### config.mk
export PLATFORM = sky130hd
export DESIGN_NAME = text_console_cursor_writer
export DESIGN_NICKNAME = d
export VERILOG_FILES = /design/src/hw/rtl/tccw_pkg.sv /design/src/hw/rtl/tccw_front.sv /design/src/hw/rtl/tccw_fifo.sv /design/src/hw/rtl/tccw_back.sv /design/src/hw/rtl/text_console_cursor_writer.sv
export SDC_FILE = /design/constraint.sdc
export NUM_CORES = 1
export LEC_CHECK = 0
export ABC_AREA = 1
export BUFFER_PORTS_ARGS = -buffer_cell sky130_fd_sc_hd__clkbuf_2
export CELL_PAD_IN_SITES_DETAIL_PLACEMENT = 1
export CELL_PAD_IN_SITES_GLOBAL_PLACEMENT = 2
export CORE_AREA = 10 10 216 116
export DETAILED_ROUTE_END_ITERATION = 8
export DIE_AREA = 0 0 226 126
export HOLD_SLACK_MARGIN = 0.15
export PLACE_DENSITY = 0.79
export SYNTH_ARGS = -nofsm -noshare
export SYNTH_HDL_FRONTEND = slang
export SYNTH_HIERARCHICAL = 1
export SYNTH_SLANG_ARGS = --single-unit
### constraint.sdc
create_clock -name clk -period 4.3 [get_ports clk]
set_clock_uncertainty 0.05 [all_clocks]
set_input_delay 0.215 -clock clk [delete_from_list [all_inputs] [get_ports clk]]
set_output_delay 0.215 -clock clk [all_outputs]
set_load 0.05 [all_outputs]
### src/hw/rtl/tccw_pkg.sv
// Shared types and constants for the text console cursor writer.
// No dependencies; imported by every module of the block.
package tccw_pkg;

	localparam int ADDR_W    = 11;
	localparam int CHAR_W    = 8;
	localparam int COL_OUT_W = 7;
	localparam int ROW_OUT_W = 5;
	// beat count per item, enough for the largest tab width
	localparam int CNT_W     = 4;

	localparam logic CMD_PRINT     = 1'b0;
	localparam logic CMD_BACKSPACE = 1'b1;

	localparam logic ACT_WRITE = 1'b0;
	localparam logic ACT_CLEAR = 1'b1;

	localparam logic [CHAR_W-1:0] CH_TAB     = 8'd9;
	localparam logic [CHAR_W-1:0] CH_NEWLINE = 8'd10;
	localparam logic [CHAR_W-1:0] CH_SPACE   = 8'd32;

	// one classified input item, as handed from front to back
	typedef struct packed {
		logic [CNT_W-1:0]     n_wr;
		logic                 clr;
		logic [ADDR_W-1:0]    addr;
		logic [CHAR_W-1:0]    ch;
		logic [COL_OUT_W-1:0] col;
		logic [ROW_OUT_W-1:0] row;
	} entry_t;

	typedef struct packed {
		logic full;
		logic empty;
	} q_status_t;

endpackage

### src/hw/rtl/tccw_front.sv
// Front end: accepts input transfers, tracks the cursor and classifies each item.
// Depends on tccw_pkg.
module tccw_front #(
	parameter int COLUMNS   = 80,
	parameter int ROWS      = 25,
	parameter int TAB_WIDTH = 4
) (
	input  logic                     clk,
	input  logic                     arst_n,
	input  logic                     in_valid,
	input  logic                     cmd,
	input  logic [tccw_pkg::CHAR_W-1:0] char_code,
	input  tccw_pkg::q_status_t      q_status,
	output logic                     in_ready,
	output logic                     push,
	output tccw_pkg::entry_t         push_data
);
	import tccw_pkg::*;

	localparam int CW  = $clog2(COLUMNS);
	localparam int RW  = $clog2(ROWS);
	localparam int PW  = CW + RW + 1;
	localparam int AFW = (PW > ADDR_W) ? PW : ADDR_W;

	logic [CW-1:0]    col_q;
	logic [RW-1:0]    row_q;
	logic [CW-1:0]    col_n, wr_col;
	logic [RW-1:0]    row_n, wr_row;
	logic [CW:0]      col_ext;
	logic [RW:0]      row_ext;
	logic [CNT_W-1:0] n_wr;
	logic             clr;
	logic [CHAR_W-1:0] wr_ch;
	logic [AFW-1:0]   addr_full;
	logic             accept;

	assign in_ready = !q_status.full;
	assign accept   = in_valid && in_ready;

	always_comb begin
		col_ext = {1'b0, col_q};
		row_ext = {1'b0, row_q};
		wr_col  = col_q;
		wr_row  = row_q;
		wr_ch   = char_code;
		n_wr    = '0;
		clr     = 1'b0;
		col_n   = col_q;
		row_n   = row_q;
		if (cmd == CMD_BACKSPACE) begin
			if (col_q != '0) begin
				col_n = col_q - 1'b1;
			end else if (row_q != '0) begin
				col_n = CW'(COLUMNS - 1);
				row_n = row_q - 1'b1;
			end
			wr_col = col_n;
			wr_row = row_n;
			wr_ch  = CH_SPACE;
			n_wr   = CNT_W'(1);
		end else begin
			case (char_code)
				CH_TAB: begin
					col_ext = col_ext + (CW+1)'(TAB_WIDTH);
					wr_ch   = CH_SPACE;
					n_wr    = CNT_W'(TAB_WIDTH);
				end
				CH_NEWLINE: begin
					row_ext = row_ext + 1'b1;
					col_ext = '0;
				end
				default: begin
					col_ext = col_ext + 1'b1;
					n_wr    = CNT_W'(1);
				end
			endcase
			if (col_ext >= (CW+1)'(COLUMNS)) begin
				row_ext = row_ext + 1'b1;
				col_ext = '0;
			end
			if (row_ext >= (RW+1)'(ROWS)) begin
				clr     = 1'b1;
				row_ext = '0;
				col_ext = '0;
			end
			col_n = col_ext[CW-1:0];
			row_n = row_ext[RW-1:0];
		end
	end

	// characters and tabs write at the row held before any wrap; a backspace writes at the cell it moves back to
	assign addr_full = AFW'(wr_row) * AFW'(COLUMNS) + AFW'(wr_col);

	always_comb begin
		push_data.n_wr = n_wr;
		push_data.clr  = clr;
		push_data.addr = addr_full[ADDR_W-1:0];
		push_data.ch   = wr_ch;
		push_data.col  = COL_OUT_W'(col_n);
		push_data.row  = ROW_OUT_W'(row_n);
	end

	// a newline that stays on screen yields no transfer
	assign push = accept && ((n_wr != '0) || clr);

	always_ff @(posedge clk or negedge arst_n) begin
		if (!arst_n) begin
			col_q <= '0;
			row_q <= '0;
		end else if (accept) begin
			col_q <= col_n;
			row_q <= row_n;
		end
	end

endmodule

### src/hw/rtl/tccw_fifo.sv
// Two-entry queue between the front end and the back end.
// Depends on tccw_pkg.
module tccw_fifo (
	input  logic                clk,
	input  logic                arst_n,
	input  logic                push,
	input  tccw_pkg::entry_t    push_data,
	input  logic                pop,
	output tccw_pkg::entry_t    pop_data,
	output tccw_pkg::q_status_t status
);
	import tccw_pkg::*;

	entry_t     mem_q [2];
	logic       wr_ptr_q, rd_ptr_q;
	logic [1:0] count_q;
	logic       do_push, do_pop;

	assign status.full  = (count_q == 2'd2);
	assign status.empty = (count_q == 2'd0);
	assign do_push      = push && !status.full;
	assign do_pop       = pop && !status.empty;
	assign pop_data     = mem_q[rd_ptr_q];

	always_ff @(posedge clk) begin
		if (do_push) begin
			mem_q[wr_ptr_q] <= push_data;
		end
	end

	always_ff @(posedge clk or negedge arst_n) begin
		if (!arst_n) begin
			wr_ptr_q <= 1'b0;
			rd_ptr_q <= 1'b0;
			count_q  <= 2'd0;
		end else begin
			if (do_push) begin
				wr_ptr_q <= !wr_ptr_q;
			end
			if (do_pop) begin
				rd_ptr_q <= !rd_ptr_q;
			end
			count_q <= count_q + {1'b0, do_push} - {1'b0, do_pop};
		end
	end

endmodule

### src/hw/rtl/tccw_back.sv
// Back end: expands each queued item into cell-write and clear transfers.
// Depends on tccw_pkg.
module tccw_back (
	input  logic                    clk,
	input  logic                    arst_n,
	input  tccw_pkg::entry_t        q_data,
	input  tccw_pkg::q_status_t     q_status,
	output logic                    pop,
	output logic                    out_valid,
	input  logic                    out_ready,
	output logic                    out_action,
	output logic                    out_last,
	output logic [tccw_pkg::ADDR_W-1:0] out_addr,
	output logic [tccw_pkg::CHAR_W-1:0] out_char,
	output logic [tccw_pkg::COL_OUT_W-1:0] out_col,
	output logic [tccw_pkg::ROW_OUT_W-1:0] out_row
);
	import tccw_pkg::*;

	entry_t           cur_q;
	logic             cur_valid_q;
	logic [CNT_W-1:0] k_q;
	logic             is_wr, beat;

	assign is_wr      = (k_q < cur_q.n_wr);
	assign out_valid  = cur_valid_q;
	assign out_action = is_wr ? ACT_WRITE : ACT_CLEAR;
	assign out_addr   = is_wr ? (cur_q.addr + ADDR_W'(k_q)) : '0;
	assign out_char   = is_wr ? cur_q.ch : CH_SPACE;
	assign out_last   = is_wr ? ((k_q + 1'b1 == cur_q.n_wr) && !cur_q.clr) : 1'b1;
	assign out_col    = cur_q.col;
	assign out_row    = cur_q.row;

	assign beat = out_valid && out_ready;
	assign pop  = (!cur_valid_q || (beat && out_last)) && !q_status.empty;

	always_ff @(posedge clk) begin
		if (pop) begin
			cur_q <= q_data;
		end
	end

	always_ff @(posedge clk or negedge arst_n) begin
		if (!arst_n) begin
			cur_valid_q <= 1'b0;
			k_q         <= '0;
		end else if (beat && !out_last) begin
			k_q <= k_q + 1'b1;
		end else if (!cur_valid_q || beat) begin
			cur_valid_q <= pop;
			k_q         <= '0;
		end
	end

endmodule

### src/hw/rtl/text_console_cursor_writer.sv
// Text console cursor writer, top level: front end, queue and back end.
// Depends on tccw_pkg, tccw_front, tccw_fifo and tccw_back.
//
// Input channel s_*: one transfer per character (tuser = 0) or backspace
// (tuser = 1). Output channel m_*: one transfer per cell write (tuser = 0)
// or clear-screen command (tuser = 1); tlast marks the final transfer of an
// input item, and every transfer carries the cursor position after the item.
// A printable character or backspace gives one transfer, a tab TAB_WIDTH,
// a newline none, and moving past the bottom row adds one clear.
// Throughput: the back end sends one transfer per cycle while m_tready is
// high, and an input item gives 0 to TAB_WIDTH+1 output transfers; the front
// end takes one input per cycle while the two-entry queue has room.
// Input to output: with the queue empty and the back end idle, an input
// item is written into the queue, then loaded into the back end's
// current-item register, and m_tvalid rises with that load.
// Reset puts the cursor at the origin and empties the queue. A stalled
// receiver holds the current output transfer; the queue then fills and
// s_tready drops until room frees up.
module text_console_cursor_writer #(
	parameter int COLUMNS   = 80,
	parameter int ROWS      = 25,
	parameter int TAB_WIDTH = 4
) (
	input  logic        clk,
	input  logic        arst_n,
	input  logic        s_tvalid,
	output logic        s_tready,
	input  logic [7:0]  s_tdata,   // [7:0] char_code
	input  logic        s_tuser,   // [0] command
	output logic        m_tvalid,
	input  logic        m_tready,
	output logic [31:0] m_tdata,   // [10:0] cell_address, [18:11] cell_char,
	                               // [25:19] cursor_col, [30:26] cursor_row, [31] zero
	output logic        m_tuser,   // [0] action
	output logic        m_tlast    // last_of_run
);
	import tccw_pkg::*;

	q_status_t            q_status;
	entry_t               push_data, pop_data;
	logic                 push, pop;
	logic [ADDR_W-1:0]    out_addr;
	logic [CHAR_W-1:0]    out_char;
	logic [COL_OUT_W-1:0] out_col;
	logic [ROW_OUT_W-1:0] out_row;

	tccw_front #(
		.COLUMNS   (COLUMNS),
		.ROWS      (ROWS),
		.TAB_WIDTH (TAB_WIDTH)
	) u_front (
		.clk       (clk),
		.arst_n    (arst_n),
		.in_valid  (s_tvalid),
		.cmd       (s_tuser),
		.char_code (s_tdata),
		.q_status  (q_status),
		.in_ready  (s_tready),
		.push      (push),
		.push_data (push_data)
	);

	tccw_fifo u_fifo (
		.clk       (clk),
		.arst_n    (arst_n),
		.push      (push),
		.push_data (push_data),
		.pop       (pop),
		.pop_data  (pop_data),
		.status    (q_status)
	);

	tccw_back u_back (
		.clk        (clk),
		.arst_n     (arst_n),
		.q_data     (pop_data),
		.q_status   (q_status),
		.pop        (pop),
		.out_valid  (m_tvalid),
		.out_ready  (m_tready),
		.out_action (m_tuser),
		.out_last   (m_tlast),
		.out_addr   (out_addr),
		.out_char   (out_char),
		.out_col    (out_col),
		.out_row    (out_row)
	);

	assign m_tdata = {1'b0, out_row, out_col, out_char, out_addr};

endmodule
Yosys cells after proc, flatten, opt, wreduce, memory -nomap -nowiden
Memory sizes are Yosys's and may differ from the RTL's. A register that Yosys moved wholly into a read port is not among the register bits.
Index checks and enable logic that the tools add are counted.
W data, S select, Z words.

word-level totals
  flip-flop bits (word level) = 21
  bits in latches = 0
  bits in writable memories = 72
  bits in read-only memories = 0
  bits of input ports = 13
  word-level logic and storage cells = 84
  memories = 1

cells by class
  add/subtract/negate cells = 11
  multiply operators = 1
  div/mod/pow operators = 0
  order comparisons = 3
  equal/unequal tests = 4
  shift operators = 0
  mux-type cells = 31
  bitwise logic cells = 1
  reduce and logical (&&, ||, !) cells = 25

memories
  name          depth  bits a word  read ports  clocked after Yosys merged registers in  wr ports  line             RTL
  u_fifo.mem_q  2      36           1           1                                        1         tccw_fifo.sv:14  entry_t mem_q [2];

operators by type and width
  kind                   count
  $mux W7                6
  $mux W8                4
  $mux W5                5
  $mux W6                4
  $eq A8 B4 Y1 const B   2
  $pmux W8 S2            1
  $mux W4                3
  $add A11 B4 Y11        1
  $add A11 B7 Y11        1
  $mux W11               1
  $logic_and A1 B1 Y1    9
  $add A7 B1 Y8 const B  1
  $add A7 B3 Y8 const B  1
  $ge A8 B7 Y1 const B   1
  $logic_not A1 Y1       7
  $mul A5 B3 Y7 const B  1
  $reduce_bool A7 Y1     1
  $sub A7 B1 Y7 const B  1
  $add A5 B1 Y6 const B  1
  $add A6 B1 Y6 const B  1
  $ge A6 B5 Y1 const B   1
  $mux W1                6
  $pmux W3 S2            1
  $reduce_bool A5 Y1     1
  13 further kinds       15

Longest topological paths before layout
  depth in word-level cells = 14
  mapped depth = 28

Cells and area by module
The synthesis kept the hierarchy.

modules (own cells, without submodules)
  module                      times used  cells each  area each (um^2)  seq. area each (um^2)
  tccw_fifo                   1           221         2869.0            2262.2
  tccw_front                  1           362         2354.8            300.3
  tccw_back                   1           192         2059.5            1206.2
  text_console_cursor_writer  1           2           11.3              0.0

Least setup slack after synthesis
No wires, ideal clock.

  path kind = register -> register
  start point = register u_front.col_q[2]
  end point = memory u_fifo/mem_q[1][0] (netlist name) (enable)
  arrival = 3.617 ns
  path slack = 0.204 ns
  stages on the path, launching flop included = 19
  cell sequence = dfrtp_1 > ha_1 > nand2_2 > nor2_4 > nand2_1 > xor2_1 > o21ai_4 > nand2_4 > nand2_8 > nand2_2 > nand2_2 > nor2_4 > nand2_4 > buf_12 > nand4_1 > nand2_1 > inv_1 > nand2_1 > nor2_1

between the ends
  cells in the longest elaborated chain, start to end = 14
  elaborated cells between the ends (all ways) = 15
  those cells by class = 2 x add/sub; 2 x order compare; 8 x mux; 3 x reduce/logical

ends and longest elaborated chain
  what                                            line                                RTL
  start, declared                                 tccw_front.sv:25                    logic [CW-1:0] col_q;
  start signal, assigned                          tccw_front.sv:111                   col_q <= col_n;
  $add A7 B1 Y8 or $add A7 B3 Y8 (tied branches)  tccw_front.sv:73, tccw_front.sv:64
  $pmux W8 S2 (*)                                 tccw_front.sv:62                    case (char_code)
  $mux W8 (*)                                     tccw_front.sv:50                    if (cmd == CMD_BACKSPACE) begin
  $ge A8 B7 Y1 (*)                                tccw_front.sv:77                    if (col_ext >= (CW+1)'(COLUMNS)) begin
  $mux W6 (*)                                     tccw_front.sv:77
  $mux W6 (*)                                     tccw_front.sv:50
  $ge A6 B5 Y1 (*)                                tccw_front.sv:81                    if (row_ext >= (RW+1)'(ROWS)) begin
  $mux W1 (*)                                     tccw_front.sv:81
  $mux W1 (*)                                     tccw_front.sv:50
  $logic_or A1 B1 Y1 (*)                          tccw_front.sv:104                   assign push = accept && ((n_wr != '0) || clr);
  $logic_and A1 B1 Y1 (*)                         tccw_front.sv:104
  named net push                                  text_console_cursor_writer.sv:41    logic push, pop;
  $logic_and A1 B1 Y1 (*)                         tccw_fifo.sv:21                     assign do_push = push && !status.full;
  $mux W1 (*)                                     tccw_fifo.sv:26                     if (do_push) begin
  $mux W1 (not written as such) (*)               tccw_fifo.sv:27                     mem_q[wr_ptr_q] <= push_data;
  end, declared                                   tccw_fifo.sv:14

Mark *: on every way through the listed nets, which the timed path passes. The rest lies on a longest branch. The select of a mux whose other input is x is not followed.

==> out/qor.yml <==
outcome:
  outcome: "completed"
route:
  num_vias: 5413
  detail-route-antenna-nets: 0
  drt_iter0_markers: 366
  drt_pre_antenna_iters: 5
  wire_per_inst_um: 17.4
  drc: 0
  avgViaCountPerCell: 4.82
  wirelength_um: 19600
power_and_ir_drop:
  clkPwrFrac: 0.188
  seq_power_share: 0.310
  p_switching_uw: 3550
  intPower_uw: 3810
  p_per_area_nw_per_um2: 875
  fin_total_pwr_uw: 7370
  switching_share: 0.482
  ir_drop_v: 0.000386
  p_leak_uw: 0.00378
  p_comb_frac: 0.502
setup_path:
  endpoint_kind: "flop"
  slowest_stage: "dfrtp_1"
  cp_slowest_stage_delay_ns: 0.43
  cp_max_fo: 6
  cp_data_required_time_ns: 4.40
  path_cells: "inv_2, ha_1, nand2_1, nor2_4, clkinv_1, a21oi_2, inv_1, nor2_1, nor3_1, a21oi_1, inv_1, ha_1, ha_1, fa_1, xor2_2, nand3_1, xor2_1, xnor2_1"
  critPathKind: "reg -> reg"
  worst_path_most_repeated_cell: "ha_1"
  crit_path_start_kind: "flop"
  cp.arrival_ns: 4.08
yosys:
  synth.distinct_cells: 46
  async_flop_share: 0.163
  synthTopCellsByCount: "nand2_1 (241), edfxtp_1 (108), inv_1 (70)"
  synth.top_cell.area_share: 0.445
  synth_area_leaders: "edfxtp_1 (44%), nand2_1 (12%), dfrtp_1 (7.2%)"
  ys_warn_count: 6
  synth_area_sq_um: 7290
  yosysSeqAreaShare: 0.517
  yosysMostFrequentCell: "nand2_1"
  synth_seq_cells: 129
  synth_edf_count: 108
  netlist_instances: 777
  synth_top_flop_cell: "edfxtp_1"
  synth.avg_cell_area_sq_um: 9.39
  yosys.area.top_type: "edfxtp_1"
timing:
  fin_tns_setup_ns: 0
  layout_setup_ws_ns: 0.329
  rsz0062_at_grt: "no"
  setup_violations: 0
  timing.fmax_mhz: 252
  post-route-min-period_ns: 3.97
  period_share: 0.923
  tightest_slew_ns: 0.728
  slew_headroom: 0.514
  hold_viol: 0
  slew_violations: 0
clocking:
  htreeDepth: 4
  clk_pin_slew_worst_paths_ns: 0.06
  postCtsSetupBuffers: 0
  cts_tree: "done"
  cts.sinks: 129
  clock_path_buffers: 2
  cts.root.buffer_cell: "clkbuf_16"
  clk_latency_ns: 0.42
  cts_buffers: 17
final_layout:
  seq_area_sq_um: 3770
  syn2layout_area_growth_pct: 15.4
  final_nets: 875
  fillers: 2425
  layout-drive-gt1-share: 0.203
  multiInputGateArea_sq_um: 2970
  post-route-util: 0.396
global_route:
  antenna_found_initial: 0
  grt_pass1_vias: 5745
  grt_max_degree: 39
  grt_pass1_wl_um: 31900
  track_usage: 0.143
  grt_overflow: 0
placement:
  place_congestion: 0.869
  portBuffers: 47
  dpl.hpwl_um: 14300
  pre_cts_slack_ns: 0.0721
flow_run:
  max_cap_violations: 0
die:
  die_width_um: 226
  core.rowCount: 38
  start_util: 0.343
  core_area_sq_um: 21300
  fp.dieArea_sq_um: 28500
  die_h_um: 126
  io_pins: 49
hold_path:
  hp-class: "in -> reg"
## power groups by stage
stage          logic [uW]  registers, uW  clock network (uW)
4_1_cts              3730           2290                1430
3_5_place_dp         3690           2310                   0
3_3_place_gp         3630           2290                   0
5_1_grt              4110           2340                1480
2_1_floorplan        2810           2240                   0
6_report             3700           2290                1380
## final cells by class
| cell class | instances | area share |
|---|---|---|
| flip-flops and latches | 129 | 0.448 |
| well taps | 280 | 0.0416 |
| multi-input cells | 529 | 0.352 |
| clock inverters | 14 | 0.0156 |
| clock buffers | 18 | 0.0510 |
| inverters | 83 | 0.0370 |
| diodes | 1 | 0.000297 |
| repair buffers | 70 | 0.0544 |
## worst max-delay path, delay by kind of cell, from the launching register on
kind / cells / cell delay, ns
AO/OA/AOI/OAI: 2 / 0.43
XOR/XNOR: 3 / 0.53
adder cells (fa/ha/maj): 4 / 1.13
buffers and inverters: 4 / 0.51
flip-flops: 1 / 0.43
AND/OR/NAND/NOR: 5 / 0.64
## cell families (layout without fill, tap and decap cells)
group / count (synthesis) / in the layout / synth area share
other cells: 2 / 4 / 0.00103
simple gates: 407 / 407 / 0.260
xor+xnor: 17 / 17 / 0.0204
flops: 129 / 129 / 0.517
fa+ha+maj: 32 / 32 / 0.0580
compound gates: 70 / 70 / 0.0618
buf+inv: 120 / 185 / 0.0823
## registers in the layout, summed over array words and instances (netlist names), 2 cells and up
signal and count:
u_fifo/mem_q 72, u_back/cur_q 24, u_back/out_col 7, u_front/col_q 7, u_back/out_row 5, u_front/row_q 5, u_back/k_q 4, u_fifo/count_q 2
## cell usage in the layout (no fill, tap or decap), types with 13 or more instances in the layout
cell / count
nor2_1: 47
dfrtp_1: 20
edfxtp_1: 108
ha_1: 29
clkbuf_2: 47
nand2_1: 241
o21ai_0: 22
nand2_2: 23
nand3_1: 41
inv_2: 13
inv_1: 69
clkbuf_16: 17
a21oi_1: 19
## per-stage QoR
| step | instances | hold slack, ns | cell area [sq um] |
|---|---|---|---|
| 5_1_grt | 1123 | 0.281 | 8420 |
| 3_5_place_dp | 1081 | 0.240 | 7730 |
| 2_1_floorplan | 778 | -0.131 | 7300 |
| 3_3_place_gp | 1081 | 0.247 | 7730 |
| 4_1_cts | 1123 | 0.270 | 8390 |
| 6_report | 1124 | 0.303 | 8420 |
## repair_timing
action / in CTS / in global routing
hold buffers: 10 / 0
resized for setup: 0 / 9
hold endpoints to repair: 40 / 0
endpoints found under the setup margin: 0 / 6
## path summary, 6_finish.rpt
kind / start / endpoint / slack, ns / depth (start not counted)
min: s_tuser / u_fifo/mem_q[1][32] / 0.30 / 3
max reg2reg: u_front/col_q[3] / u_fifo/mem_q[0][30] / 0.33 / 18
max in group asynchronous: arst_n / u_front/col_q[1] / 3.39 / 2
max: u_front/col_q[3] / u_fifo/mem_q[0][30] / 0.33 / 18
min reg2reg: u_fifo/wr_ptr_q / u_fifo/wr_ptr_q / 0.43 / 2
min in group asynchronous: arst_n / u_fifo/count_q[1] / 0.32 / 2
## per-layer routing
layer,vias to the layer above,share of wire,GRT usage
li1,2661,-,-
met1,2635,0.55,0.215
met2,105,0.40,0.200
met3,12,0.042,0.0336
met4,0,0.0053,0.0328
met5,-,0,0
Note: power is estimated with default switching activity, not from simulation.
